<file path="src/hw/rtl/sts_pkg.sv">
package sts_pkg;

    localparam int MaxGenes      = 16;
    localparam int MaxTsize      = 8;
    localparam int GeneW         = 18;
    localparam int IdxW          = 8;
    localparam int FitW          = 23;
    localparam int CfgIdxW       = 2;
    localparam int CfgDataW      = 5;

    localparam logic [CfgIdxW-1:0] CfgNumGenes = 2'd0;
    localparam logic [CfgIdxW-1:0] CfgTsize    = 2'd1;

    localparam logic [4:0] NumGenesReset = 5'd10;
    localparam logic [3:0] TsizeReset    = 4'd2;

    localparam logic [32:0] PiQ30      = 33'd3373259426;
    localparam logic [32:0] HalfPiQ30  = 33'd1686629713;
    localparam logic [35:0] TwoPiQ30   = 36'd6746518852;
    localparam logic [30:0] OneQ30     = 31'd1073741824;
    localparam logic [16:0] OffsetQ8   = 17'd107259;
    localparam logic signed [24:0] FitMax = 25'sd4194303;
    localparam logic signed [24:0] FitMin = -25'sd4194304;

    function automatic logic [6:0] horner_div(input logic [2:0] k);
        logic [6:0] d;
        case (k)
            3'd0:    d = 7'd110;
            3'd1:    d = 7'd72;
            3'd2:    d = 7'd42;
            3'd3:    d = 7'd20;
            default: d = 7'd6;
        endcase
        return d;
    endfunction

    // floor(2^32 / divisor), at most one short of the true quotient
    function automatic logic [31:0] horner_recip(input logic [2:0] k);
        logic [31:0] m;
        case (k)
            3'd0:    m = 32'd39045157;
            3'd1:    m = 32'd59652323;
            3'd2:    m = 32'd102261126;
            3'd3:    m = 32'd214748364;
            default: m = 32'd715827882;
        endcase
        return m;
    endfunction

    function automatic logic signed [FitW-1:0] sat23(input logic signed [24:0] v);
        logic signed [FitW-1:0] r;
        if (v > FitMax) begin
            r = FitMax[FitW-1:0];
        end else if (v < FitMin) begin
            r = FitMin[FitW-1:0];
        end else begin
            r = v[FitW-1:0];
        end
        return r;
    endfunction

endpackage

</file>
<file path="src/hw/rtl/sts_if.sv">
interface sts_gene_if import sts_pkg::*; ();
    logic                    valid;
    logic                    ready;
    logic signed [GeneW-1:0] gene_value;
    logic [IdxW-1:0]         candidate_index;
    modport source (output valid, gene_value, candidate_index, input ready);
    modport sink (input valid, gene_value, candidate_index, output ready);
endinterface

interface sts_winner_if import sts_pkg::*; ();
    logic                   valid;
    logic                   ready;
    logic [IdxW-1:0]        winner_index;
    logic signed [FitW-1:0] winner_fitness;
    modport source (output valid, winner_index, winner_fitness, input ready);
    modport sink (input valid, winner_index, winner_fitness, output ready);
endinterface

interface sts_cfg_if import sts_pkg::*; ();
    logic                valid;
    logic                ready;
    logic [CfgIdxW-1:0]  index;
    logic [CfgDataW-1:0] data;
    modport source (output valid, index, data, input ready);
    modport sink (input valid, index, data, output ready);
endinterface

</file>
<file path="src/hw/rtl/schwefel_tournament_select.sv">
// channel   dir  payload                           handshake
// i_gene    in   gene_value, candidate_index       valid/ready
// o_winner  out  winner_index, winner_fitness      valid/ready
// i_cfg     in   index, data                       valid/ready, ready while idle
// one item runs through 19 square root steps, the reduction steps and five sine
// series rounds (multiply, reciprocal multiply, correction), plus a fitness step when it
// ends a candidate; the sine rounds and the products around them share one multiplier
// ready only while the sequencer is idle; a configuration write goes before an item
// a result sits in the output register; a stalled result holds back the next tournament end
// reset is synchronous, active low, and loads the register defaults
module schwefel_tournament_select import sts_pkg::*; (
    input  logic        i_clk,
    input  logic        i_rst_n,
    sts_gene_if.sink    i_gene,
    sts_winner_if.source o_winner,
    sts_cfg_if.sink     i_cfg
);

    typedef enum logic [14:0] {
        S_IDLE = 15'b000000000000001,
        S_SQRT = 15'b000000000000010,
        S_MOD  = 15'b000000000000100,
        S_FOLD = 15'b000000000001000,
        S_T2W  = 15'b000000000010000,
        S_T2   = 15'b000000000100000,
        S_HMW  = 15'b000000001000000,
        S_HLD  = 15'b000000010000000,
        S_HRW  = 15'b000000100000000,
        S_HDIV = 15'b000001000000000,
        S_SW   = 15'b000010000000000,
        S_S    = 15'b000100000000000,
        S_TW   = 15'b001000000000000,
        S_TERM = 15'b010000000000000,
        S_FIT  = 15'b100000000000000
    } t_state;

    t_state r_state;
    logic [4:0]  r_num_genes;
    logic [3:0]  r_tsize;
    logic [3:0]  r_gcnt;
    logic [2:0]  r_ccnt;
    logic signed [FitW-1:0] r_psum;
    logic [IdxW-1:0] r_cur;
    logic signed [FitW-1:0] r_best_fit;
    logic [IdxW-1:0] r_best_idx;
    logic        r_out_valid;
    logic [IdxW-1:0] r_win_idx;
    logic signed [FitW-1:0] r_win_fit;

    logic        r_xneg;
    logic        r_sneg;
    logic [17:0] r_a;
    logic [37:0] r_n;
    logic [20:0] r_rem;
    logic [18:0] r_root;
    logic [35:0] r_x;
    logic [30:0] r_t;
    logic [31:0] r_t2;
    logic [31:0] r_dvd;
    logic [4:0]  r_cnt;
    logic [2:0]  r_hcnt;
    logic [31:0] r_op_a;
    logic [31:0] r_op_b;
    logic [63:0] r_prod;

    logic [4:0] ng;
    logic [3:0] ts;
    logic [20:0] sq_rem;
    logic [20:0] sq_trial;
    logic [35:0] mod_sub;
    logic [32:0] fold1;
    logic        fold_neg;
    logic [32:0] fold2;
    logic [6:0]  dv_div;
    logic [31:0] hq_est;
    logic [31:0] hq_back;
    logic [31:0] hq_rem;
    logic [31:0] hq;
    logic [30:0] hp;
    logic [31:0] s_val;
    logic [15:0] sv;
    logic [18:0] mag;
    logic signed [24:0] sum_w;
    logic [21:0] off;
    logic signed [FitW-1:0] fit;
    logic        cand_last;
    logic        tour_last;
    logic        fit_go;
    logic        take;

    assign ng = (r_num_genes == 5'd0) ? 5'd1 : (r_num_genes > 5'd16) ? 5'd16 : r_num_genes;
    assign ts = (r_tsize == 4'd0) ? 4'd1 : (r_tsize > 4'd8) ? 4'd8 : r_tsize;

    assign sq_rem   = {r_rem[18:0], r_n[37:36]};
    assign sq_trial = {r_root, 2'b01};
    assign mod_sub  = TwoPiQ30 << (2'd2 - r_cnt[1:0]);
    assign fold_neg = (r_x[32:0] >= PiQ30);
    assign fold1    = fold_neg ? (r_x[32:0] - PiQ30) : r_x[32:0];
    assign fold2    = (fold1 > HalfPiQ30) ? (PiQ30 - fold1) : fold1;
    assign dv_div   = horner_div(r_hcnt);
    assign hq_est   = r_prod[63:32];
    assign hq_back  = hq_est * {25'b0, dv_div};
    assign hq_rem   = r_dvd - hq_back;
    assign hq       = (hq_rem >= {25'b0, dv_div}) ? (hq_est + 32'd1) : hq_est;
    assign hp       = OneQ30 - hq[30:0];
    assign s_val    = r_prod[61:30];
    assign sv       = 16'((s_val + 32'd32768) >> 16);
    assign mag      = 19'((r_prod + 64'd8192) >> 14);
    assign sum_w    = (r_xneg != r_sneg)
                      ? (25'(r_psum) - $signed({6'b0, mag}))
                      : (25'(r_psum) + $signed({6'b0, mag}));
    assign off      = OffsetQ8 * ng;
    assign fit      = sat23($signed({3'b0, off}) - 25'(r_psum));
    assign cand_last = ({1'b0, r_gcnt} + 5'd1) >= ng;
    assign tour_last = ({1'b0, r_ccnt} + 4'd1) >= ts;
    assign fit_go    = (r_state == S_FIT) && (!tour_last || !r_out_valid || o_winner.ready);
    assign take      = (r_ccnt == 3'd0) || (fit < r_best_fit);

    assign i_gene.ready = (r_state == S_IDLE) && !i_cfg.valid;
    assign i_cfg.ready  = (r_state == S_IDLE);
    assign o_winner.valid          = r_out_valid;
    assign o_winner.winner_index   = r_win_idx;
    assign o_winner.winner_fitness = r_win_fit;

    always_ff @(posedge i_clk) begin
        r_prod <= r_op_a * r_op_b;
    end

    always_ff @(posedge i_clk) begin
        if (!i_rst_n) begin
            r_state     <= S_IDLE;
            r_num_genes <= NumGenesReset;
            r_tsize     <= TsizeReset;
            r_gcnt      <= '0;
            r_ccnt      <= '0;
            r_psum      <= '0;
            r_cur       <= '0;
            r_best_fit  <= '0;
            r_best_idx  <= '0;
            r_out_valid <= 1'b0;
            r_win_idx   <= '0;
            r_win_fit   <= '0;
        end else begin
            if (fit_go && tour_last) begin
                r_out_valid <= 1'b1;
            end else if (o_winner.ready) begin
                r_out_valid <= 1'b0;
            end
            unique case (r_state)
                S_IDLE: begin
                    if (i_cfg.valid) begin
                        if (i_cfg.index == CfgNumGenes || i_cfg.index == CfgTsize) begin
                            if (i_cfg.index == CfgNumGenes) begin
                                r_num_genes <= i_cfg.data;
                            end else begin
                                r_tsize <= i_cfg.data[3:0];
                            end
                            r_gcnt <= '0;
                            r_ccnt <= '0;
                            r_psum <= '0;
                        end
                    end else if (i_gene.valid) begin
                        r_xneg <= i_gene.gene_value[17];
                        r_a    <= i_gene.gene_value[17] ? 18'(-i_gene.gene_value)
                                                        : i_gene.gene_value;
                        r_n    <= {(i_gene.gene_value[17] ? 18'(-i_gene.gene_value)
                                                          : i_gene.gene_value), 20'b0};
                        r_rem  <= '0;
                        r_root <= '0;
                        r_cnt  <= '0;
                        if (r_gcnt == 4'd0) begin
                            r_cur  <= i_gene.candidate_index;
                            r_psum <= '0;
                        end
                        r_state <= S_SQRT;
                    end
                end
                S_SQRT: begin
                    r_n <= {r_n[35:0], 2'b00};
                    if (sq_rem >= sq_trial) begin
                        r_rem  <= sq_rem - sq_trial;
                        r_root <= {r_root[17:0], 1'b1};
                    end else begin
                        r_rem  <= sq_rem;
                        r_root <= {r_root[17:0], 1'b0};
                    end
                    if (r_cnt == 5'd18) begin
                        r_cnt   <= '0;
                        r_state <= S_MOD;
                    end else begin
                        r_cnt <= r_cnt + 5'd1;
                    end
                end
                S_MOD: begin
                    if (r_cnt == 5'd0) begin
                        r_x <= {1'b0, r_root, 16'b0};
                        r_cnt <= 5'd1;
                    end else begin
                        if (r_x >= mod_sub) begin
                            r_x <= r_x - mod_sub;
                        end
                        if (r_cnt == 5'd3) begin
                            r_state <= S_FOLD;
                        end
                        r_cnt <= r_cnt + 5'd1;
                    end
                end
                S_FOLD: begin
                    r_sneg  <= fold_neg;
                    r_t     <= fold2[30:0];
                    r_op_a  <= {1'b0, fold2[30:0]};
                    r_op_b  <= {1'b0, fold2[30:0]};
                    r_state <= S_T2W;
                end
                S_T2W: begin
                    r_state <= S_T2;
                end
                S_T2: begin
                    r_t2    <= r_prod[61:30];
                    r_op_a  <= r_prod[61:30];
                    r_op_b  <= {1'b0, OneQ30};
                    r_hcnt  <= '0;
                    r_state <= S_HMW;
                end
                S_HMW: begin
                    r_state <= S_HLD;
                end
                S_HLD: begin
                    r_dvd   <= r_prod[61:30];
                    r_op_a  <= r_prod[61:30];
                    r_op_b  <= horner_recip(r_hcnt);
                    r_state <= S_HRW;
                end
                S_HRW: begin
                    r_state <= S_HDIV;
                end
                S_HDIV: begin
                    r_op_b <= {1'b0, hp};
                    if (r_hcnt == 3'd4) begin
                        r_op_a  <= {1'b0, r_t};
                        r_state <= S_SW;
                    end else begin
                        r_op_a  <= r_t2;
                        r_hcnt  <= r_hcnt + 3'd1;
                        r_state <= S_HMW;
                    end
                end
                S_SW: begin
                    r_state <= S_S;
                end
                S_S: begin
                    r_op_a  <= {14'b0, r_a};
                    r_op_b  <= {16'b0, sv};
                    r_state <= S_TW;
                end
                S_TW: begin
                    r_state <= S_TERM;
                end
                S_TERM: begin
                    r_psum <= sat23(sum_w);
                    if (cand_last) begin
                        r_gcnt  <= '0;
                        r_state <= S_FIT;
                    end else begin
                        r_gcnt  <= r_gcnt + 4'd1;
                        r_state <= S_IDLE;
                    end
                end
                S_FIT: begin
                    if (fit_go) begin
                        r_psum <= '0;
                        if (take) begin
                            r_best_fit <= fit;
                            r_best_idx <= r_cur;
                        end
                        if (tour_last) begin
                            r_ccnt    <= '0;
                            r_win_idx <= take ? r_cur : r_best_idx;
                            r_win_fit <= take ? fit : r_best_fit;
                        end else begin
                            r_ccnt <= r_ccnt + 3'd1;
                        end
                        r_state <= S_IDLE;
                    end
                end
                default: begin
                    r_state <= S_IDLE;
                end
            endcase
        end
    end

    a_out_from_fit: assert property (@(posedge i_clk) disable iff (!i_rst_n)
        $rose(r_out_valid) |-> $past(r_state == S_FIT))
        else $error("result raised outside fitness step");

    a_ready_idle: assert property (@(posedge i_clk) disable iff (!i_rst_n)
        (i_gene.valid && i_gene.ready) |=> (r_state == S_SQRT))
        else $error("accepted item did not start square root");

    a_ccnt_range: assert property (@(posedge i_clk) disable iff (!i_rst_n)
        ({1'b0, r_ccnt} < ts) || $past(i_cfg.valid))
        else $error("candidate count beyond tournament size");

endmodule

</file>
<file path="src/flat_wrapper.sv">
// flat-port wrapper written by rule: the top's interface ports become plain ports
module schwefel_tournament_select_flat import sts_pkg::*;
  (i_clk, i_rst_n, i_gene_valid, i_gene_gene_value, i_gene_candidate_index, i_gene_ready, o_winner_valid, o_winner_winner_index, o_winner_winner_fitness, o_winner_ready, i_cfg_valid, i_cfg_index, i_cfg_data, i_cfg_ready);
  sts_gene_if i_gene_i ();
  sts_winner_if o_winner_i ();
  sts_cfg_if i_cfg_i ();
  input  logic i_clk;
  input  logic i_rst_n;
  input wire logic [$bits(i_gene_i.valid)-1:0] i_gene_valid;
  input wire logic [$bits(i_gene_i.gene_value)-1:0] i_gene_gene_value;
  input wire logic [$bits(i_gene_i.candidate_index)-1:0] i_gene_candidate_index;
  output wire logic [$bits(i_gene_i.ready)-1:0] i_gene_ready;
  output wire logic [$bits(o_winner_i.valid)-1:0] o_winner_valid;
  output wire logic [$bits(o_winner_i.winner_index)-1:0] o_winner_winner_index;
  output wire logic [$bits(o_winner_i.winner_fitness)-1:0] o_winner_winner_fitness;
  input wire logic [$bits(o_winner_i.ready)-1:0] o_winner_ready;
  input wire logic [$bits(i_cfg_i.valid)-1:0] i_cfg_valid;
  input wire logic [$bits(i_cfg_i.index)-1:0] i_cfg_index;
  input wire logic [$bits(i_cfg_i.data)-1:0] i_cfg_data;
  output wire logic [$bits(i_cfg_i.ready)-1:0] i_cfg_ready;
  assign i_gene_i.valid = i_gene_valid;
  assign i_gene_i.gene_value = i_gene_gene_value;
  assign i_gene_i.candidate_index = i_gene_candidate_index;
  assign i_gene_ready = i_gene_i.ready;
  assign o_winner_valid = o_winner_i.valid;
  assign o_winner_winner_index = o_winner_i.winner_index;
  assign o_winner_winner_fitness = o_winner_i.winner_fitness;
  assign o_winner_i.ready = o_winner_ready;
  assign i_cfg_i.valid = i_cfg_valid;
  assign i_cfg_i.index = i_cfg_index;
  assign i_cfg_i.data = i_cfg_data;
  assign i_cfg_ready = i_cfg_i.ready;
  schwefel_tournament_select u_core (.i_clk(i_clk), .i_rst_n(i_rst_n), .i_gene(i_gene_i), .o_winner(o_winner_i), .i_cfg(i_cfg_i));
endmodule
</file>
<file path="config.mk">
export PLATFORM = sky130hd
export DESIGN_NAME = schwefel_tournament_select_flat
export DESIGN_NICKNAME = d
export VERILOG_FILES = /design/src/hw/rtl/sts_pkg.sv /design/src/hw/rtl/sts_if.sv /design/src/hw/rtl/schwefel_tournament_select.sv /design/src/flat_wrapper.sv
export SDC_FILE = /design/constraint.sdc
export NUM_CORES = 2
export LEC_CHECK = 0
export BUFFER_PORTS_ARGS = -buffer_cell sky130_fd_sc_hd__buf_2
export CAP_MARGIN = 10
export CORE_MARGIN = 4
export CORE_UTILIZATION = 30
export CTS_CLUSTER_SIZE = 40
export DETAILED_ROUTE_END_ITERATION = 10
export GPL_ROUTABILITY_DRIVEN = 0
export PLACE_DENSITY = 0.49
export SLEW_MARGIN = 0
export SYNTH_ARGS = -nofsm -noshare
export SYNTH_HDL_FRONTEND = slang
export SYNTH_SLANG_ARGS = --single-unit
</file>
<file path="constraint.sdc">
create_clock -name i_clk -period 17.4 [get_ports i_clk]
set_input_delay 0.87 -clock i_clk [delete_from_list [all_inputs] [get_ports i_clk]]
set_output_delay 0.87 -clock i_clk [all_outputs]
set_load 0.1 [all_outputs]
</file>
==> results_dict.tcl <==
set metrics [dict create \
    stdcell_count 10500 \
    drcViolationCount 0 \
    peakVddDrop_v 0.0000783 \
    clk_pin_slew_worst_paths_ns 0.06 \
    overflow 0 \
    p_sw_share_pct 36.4 \
    wl_mm 213 \
    combPwrFrac_pct 34.2 \
    place_hpwl_mm 160 \
    period_needed_ns 10.69 \
    avgSynthCellArea_um2 8.83 \
    area_growth_syn_to_layout_pct 8.50 \
    grt_max_degree 77 \
    dp_cells 10388 \
    worst_slack_ns 6.71 \
    htreeDepth 2 \
    tightest_slew_ns 1.25 \
    postRouteAntennaNets 0 \
    hold_viol_final 0 \
    r2r_cells 31 \
    routed_wire_length_per_instance_um 20.2 \
    syn_area_um2 67100 \
    met2_usage_pct 31.0 \
    sequentialPowerShare_pct 31.3 \
    cts_root_buf "clkbuf_16" \
    cts_max_path_buffers 3 \
    grt_pass1_vias 55369 \
    die_area_um2 231000 \
    vias 52248 \
    synth_compound_area_share_pct 9.31 \
    core-area_um2 222000 \
    die_h_um 481 \
    maxSlewViolCount 0 \
    antenna_found_initial 13 \
    rows 173 \
    clockPowerShare_pct 34.5 \
    nets 9062 \
    yosys_warnings 0 \
    grt_use_total_pct 18.4 \
    reg2reg_slack_ns 6.71 \
    firstDrtPassIters 9 \
    post-route-period-util_pct 61.4 \
    io_buffers 71 \
    cp_max_fo 28 \
    cts.hold.buffers_added 0 \
    slew-limit-headroom_pct 16.9 \
    cts_buffers 57 \
    clock_sinks 450 \
    synth_xor_area_share_pct 4.25 \
    setup.worst_path.start_class "flip-flop" \
    p_leak_uw 0.0335 \
    cts_tree "done" \
    initial_utilization_pct 30.2 \
    cpPeakStageDelay_ns 0.97 \
    holdCritPathClass "input pin to flip-flop" \
    crit_type "flip-flop to flip-flop" \
    setup_viol_count_final 0 \
    async_flop_share_pct 0 \
    insertion_delay_ns 0.70 \
    p_int_uw 2380 \
    cap_violations 0 \
    drive_gt1_share_pct 4.96 \
    holdWs_ns 0.424 \
    yosys.area_share.simple_pct 18.1 \
    synth_cell_type_count 95 \
    cp.required_ns 17.81 \
    whs_path_depth 1 \
    r2r-end "u_core.r_op_b[16]" \
    p_sw_uw 1360 \
    status "completed" \
    endpoint_kind "flip-flop" \
    first_iter_violations 3603 \
    cts_resized 0 \
    synth_edf_count 275 \
    finalSetupTns_ns 0 \
    use_met3_pct 2.58 \
    grt_pass1_wl_mm 332 \
    fill_cells 23164 \
    met1_usage_pct 24.4 \
    place_ws_ns 6.83 \
    crit_path_top_delay_cell "or4_1" \
    seq_area_frac_synth_pct 17.5 \
    arrival_ns 11.10 \
    cts_setup_buffers 0 \
    io_pins 72 \
    rsz0062_at_grt "no" \
    min_to "u_core.r_a[0]" \
    synth_top_family_by_area "adder cells" \
    die_width_um 481 \
    power_density_nw_per_um2 51.4 \
    finalClockSkew_ns 0.0509 \
    vias_per_cell 4.98 \
    synth_fa_ha_area_share_pct 40.2 \
    max_freq_mhz 93.6 \
    postSynthCellCount 7594 \
    muxShareOfSynthArea_pct 0.877 \
    grt.busiest_layer "met2" \
    ys.flop_type "edfxtp_1" \
    timing.rr.start "u_core.r_hcnt[0]" \
    ys_ff_latch 450 \
    worstHoldStart "i_gene_gene_value[0]" \
]
[cells in the mapped netlist, types with 30 or more instances]
cell type | count | area share, %
o21a_1 | 46 | 0.51
mux2i_1 | 52 | 0.78
nor2b_1 | 59 | 0.55
o211ai_1 | 36 | 0.40
a21oi_1 | 221 | 1.6
and2_1 | 425 | 4.0
clkbuf_1 | 351 | 2.0
xor2_1 | 120 | 1.6
and3_1 | 50 | 0.47
nand2_1 | 1067 | 6.0
nand2b_1 | 55 | 0.51
xnor2_1 | 203 | 2.7
inv_1 | 1359 | 7.6
nand4_1 | 67 | 0.62
fa_1 | 1006 | 30
a21boi_0 | 50 | 0.56
nor2_1 | 376 | 2.1
a22oi_1 | 39 | 0.44
edfxtp_1 | 275 | 12
nand3_1 | 174 | 1.3
nor3_1 | 95 | 0.71
a21o_1 | 55 | 0.62
or3_1 | 30 | 0.28
o21ai_0 | 203 | 1.5
dfxtp_1 | 175 | 5.2
ha_1 | 546 | 10
[how the worst max path moves through the flow]
| stage | from | endpoint | slack [ns] | cells after the start |
|---|---|---|---|---|
| floorplan | u_core.r_num_genes[3] | u_core.r_best_fit[21] | 7.95 | 47 |
| global placement | u_core.r_hcnt[0] | u_core.r_op_b[16] | 6.75 | 31 |
| detailed placement | u_core.r_hcnt[0] | u_core.r_op_b[16] | 6.83 | 31 |
| CTS | u_core.r_hcnt[0] | u_core.r_op_b[16] | 6.80 | 31 |
| global route | u_core.r_num_genes[2] | u_core.r_best_idx[2] | 6.00 | 43 |
| finish | u_core.r_hcnt[0] | u_core.r_op_b[16] | 6.71 | 31 |
[worst max-delay path, delay by kind of cell (launching register included)]
| kind | cells | cell delay, ns |
|---|---|---|
| AND/OR/NAND/NOR | 7 | 2.47 |
| AO/OA/AOI/OAI | 10 | 2.99 |
| XOR/XNOR | 2 | 0.40 |
| adder cells (fa/ha/maj) | 7 | 2.90 |
| buffers and inverters | 5 | 1.09 |
| flip-flops | 1 | 0.56 |
[cell type report]
cell class	count	area, µm²	share of cell area [%]
Sequential cell	450	11800	16.2
Multi-Input combinational cell	5410	48900	67.1
Inverter	1360	5100	7.01
Tap cell	2975	3720	5.11
Clock buffer	76	1650	2.27
Antenna cell	4	10.0	0.0137
Timing Repair Buffer	193	1270	1.75
Clock inverter	32	398	0.547
[power by group through the flow]
stage	sequential (µW)	combinational (µW)	clock, µW
after floorplan	1180	937	0
after global placement	1200	1260	0
after detailed placement	1200	1270	0
after CTS	1170	1280	1330
after global routing	1170	1430	1370
final	1170	1280	1290
[kinds of logic (layout without fill, tap and decap cells)]
| logic type | Yosys count | after routing |
|---|---|---|
| simple gates | 2537 | 2537 |
| buf+inv | 1735 | 1661 |
| fa+ha+maj | 1553 | 1553 |
| compound gates | 936 | 936 |
| flops | 450 | 450 |
| xor+xnor | 324 | 324 |
| mux | 58 | 58 |
| other cells | 1 | 6 |
[metal layers]
metal  up-vias  wire, µm
met3       350     12500
li1      23950         -
met2      1542    100000
met5         -         7
met1     26404     91800
met4         2      8080
[registers in the layout (all words and copies together) (netlist names), 30 cells and up]
register,cells
u_core.r_x,34
u_core.r_t,30
u_core.r_dvd,32
u_core.r_op_b,31
u_core.r_prod,50
u_core.r_op_a,32
u_core.r_t2,32
[cells in the final DEF, fill, tap and decap left out, types with 17 or more instances in the layout]
cell type,n
nor3_1,94
o211ai_1,36
nand2b_1,55
nor4_1,23
mux2i_1,52
buf_4,123
ha_1,546
a211oi_1,27
xor2_1,120
nor2b_1,58
inv_1,1359
o2111ai_1,17
o211a_1,20
and3_1,50
a21o_1,55
o21a_1,46
a31oi_1,28
o31ai_1,27
clkbuf_16,59
nand4_1,67
fa_1,1006
edfxtp_1,275
xnor2_1,203
or3_1,30
dfxtp_1,175
and2_1,425
nand3_1,173
nand2_1,1067
or2_2,27
nor2_1,371
o21ai_0,203
a22oi_1,39
buf_2,70
a21boi_0,50
a21oi_1,219
[per-stage QoR]
step | utilization [%] | total power (µW) | area [µm²]
final | 32.7 | 3740 | 72800
after global routing | 32.7 | 3980 | 72800
after CTS | 32.7 | 3780 | 72800
after detailed placement | 31.8 | 2460 | 70700
after global placement | 31.8 | 2460 | 70700
after floorplan | - | 2120 | 67100
(Power assumes the default switching activity.)
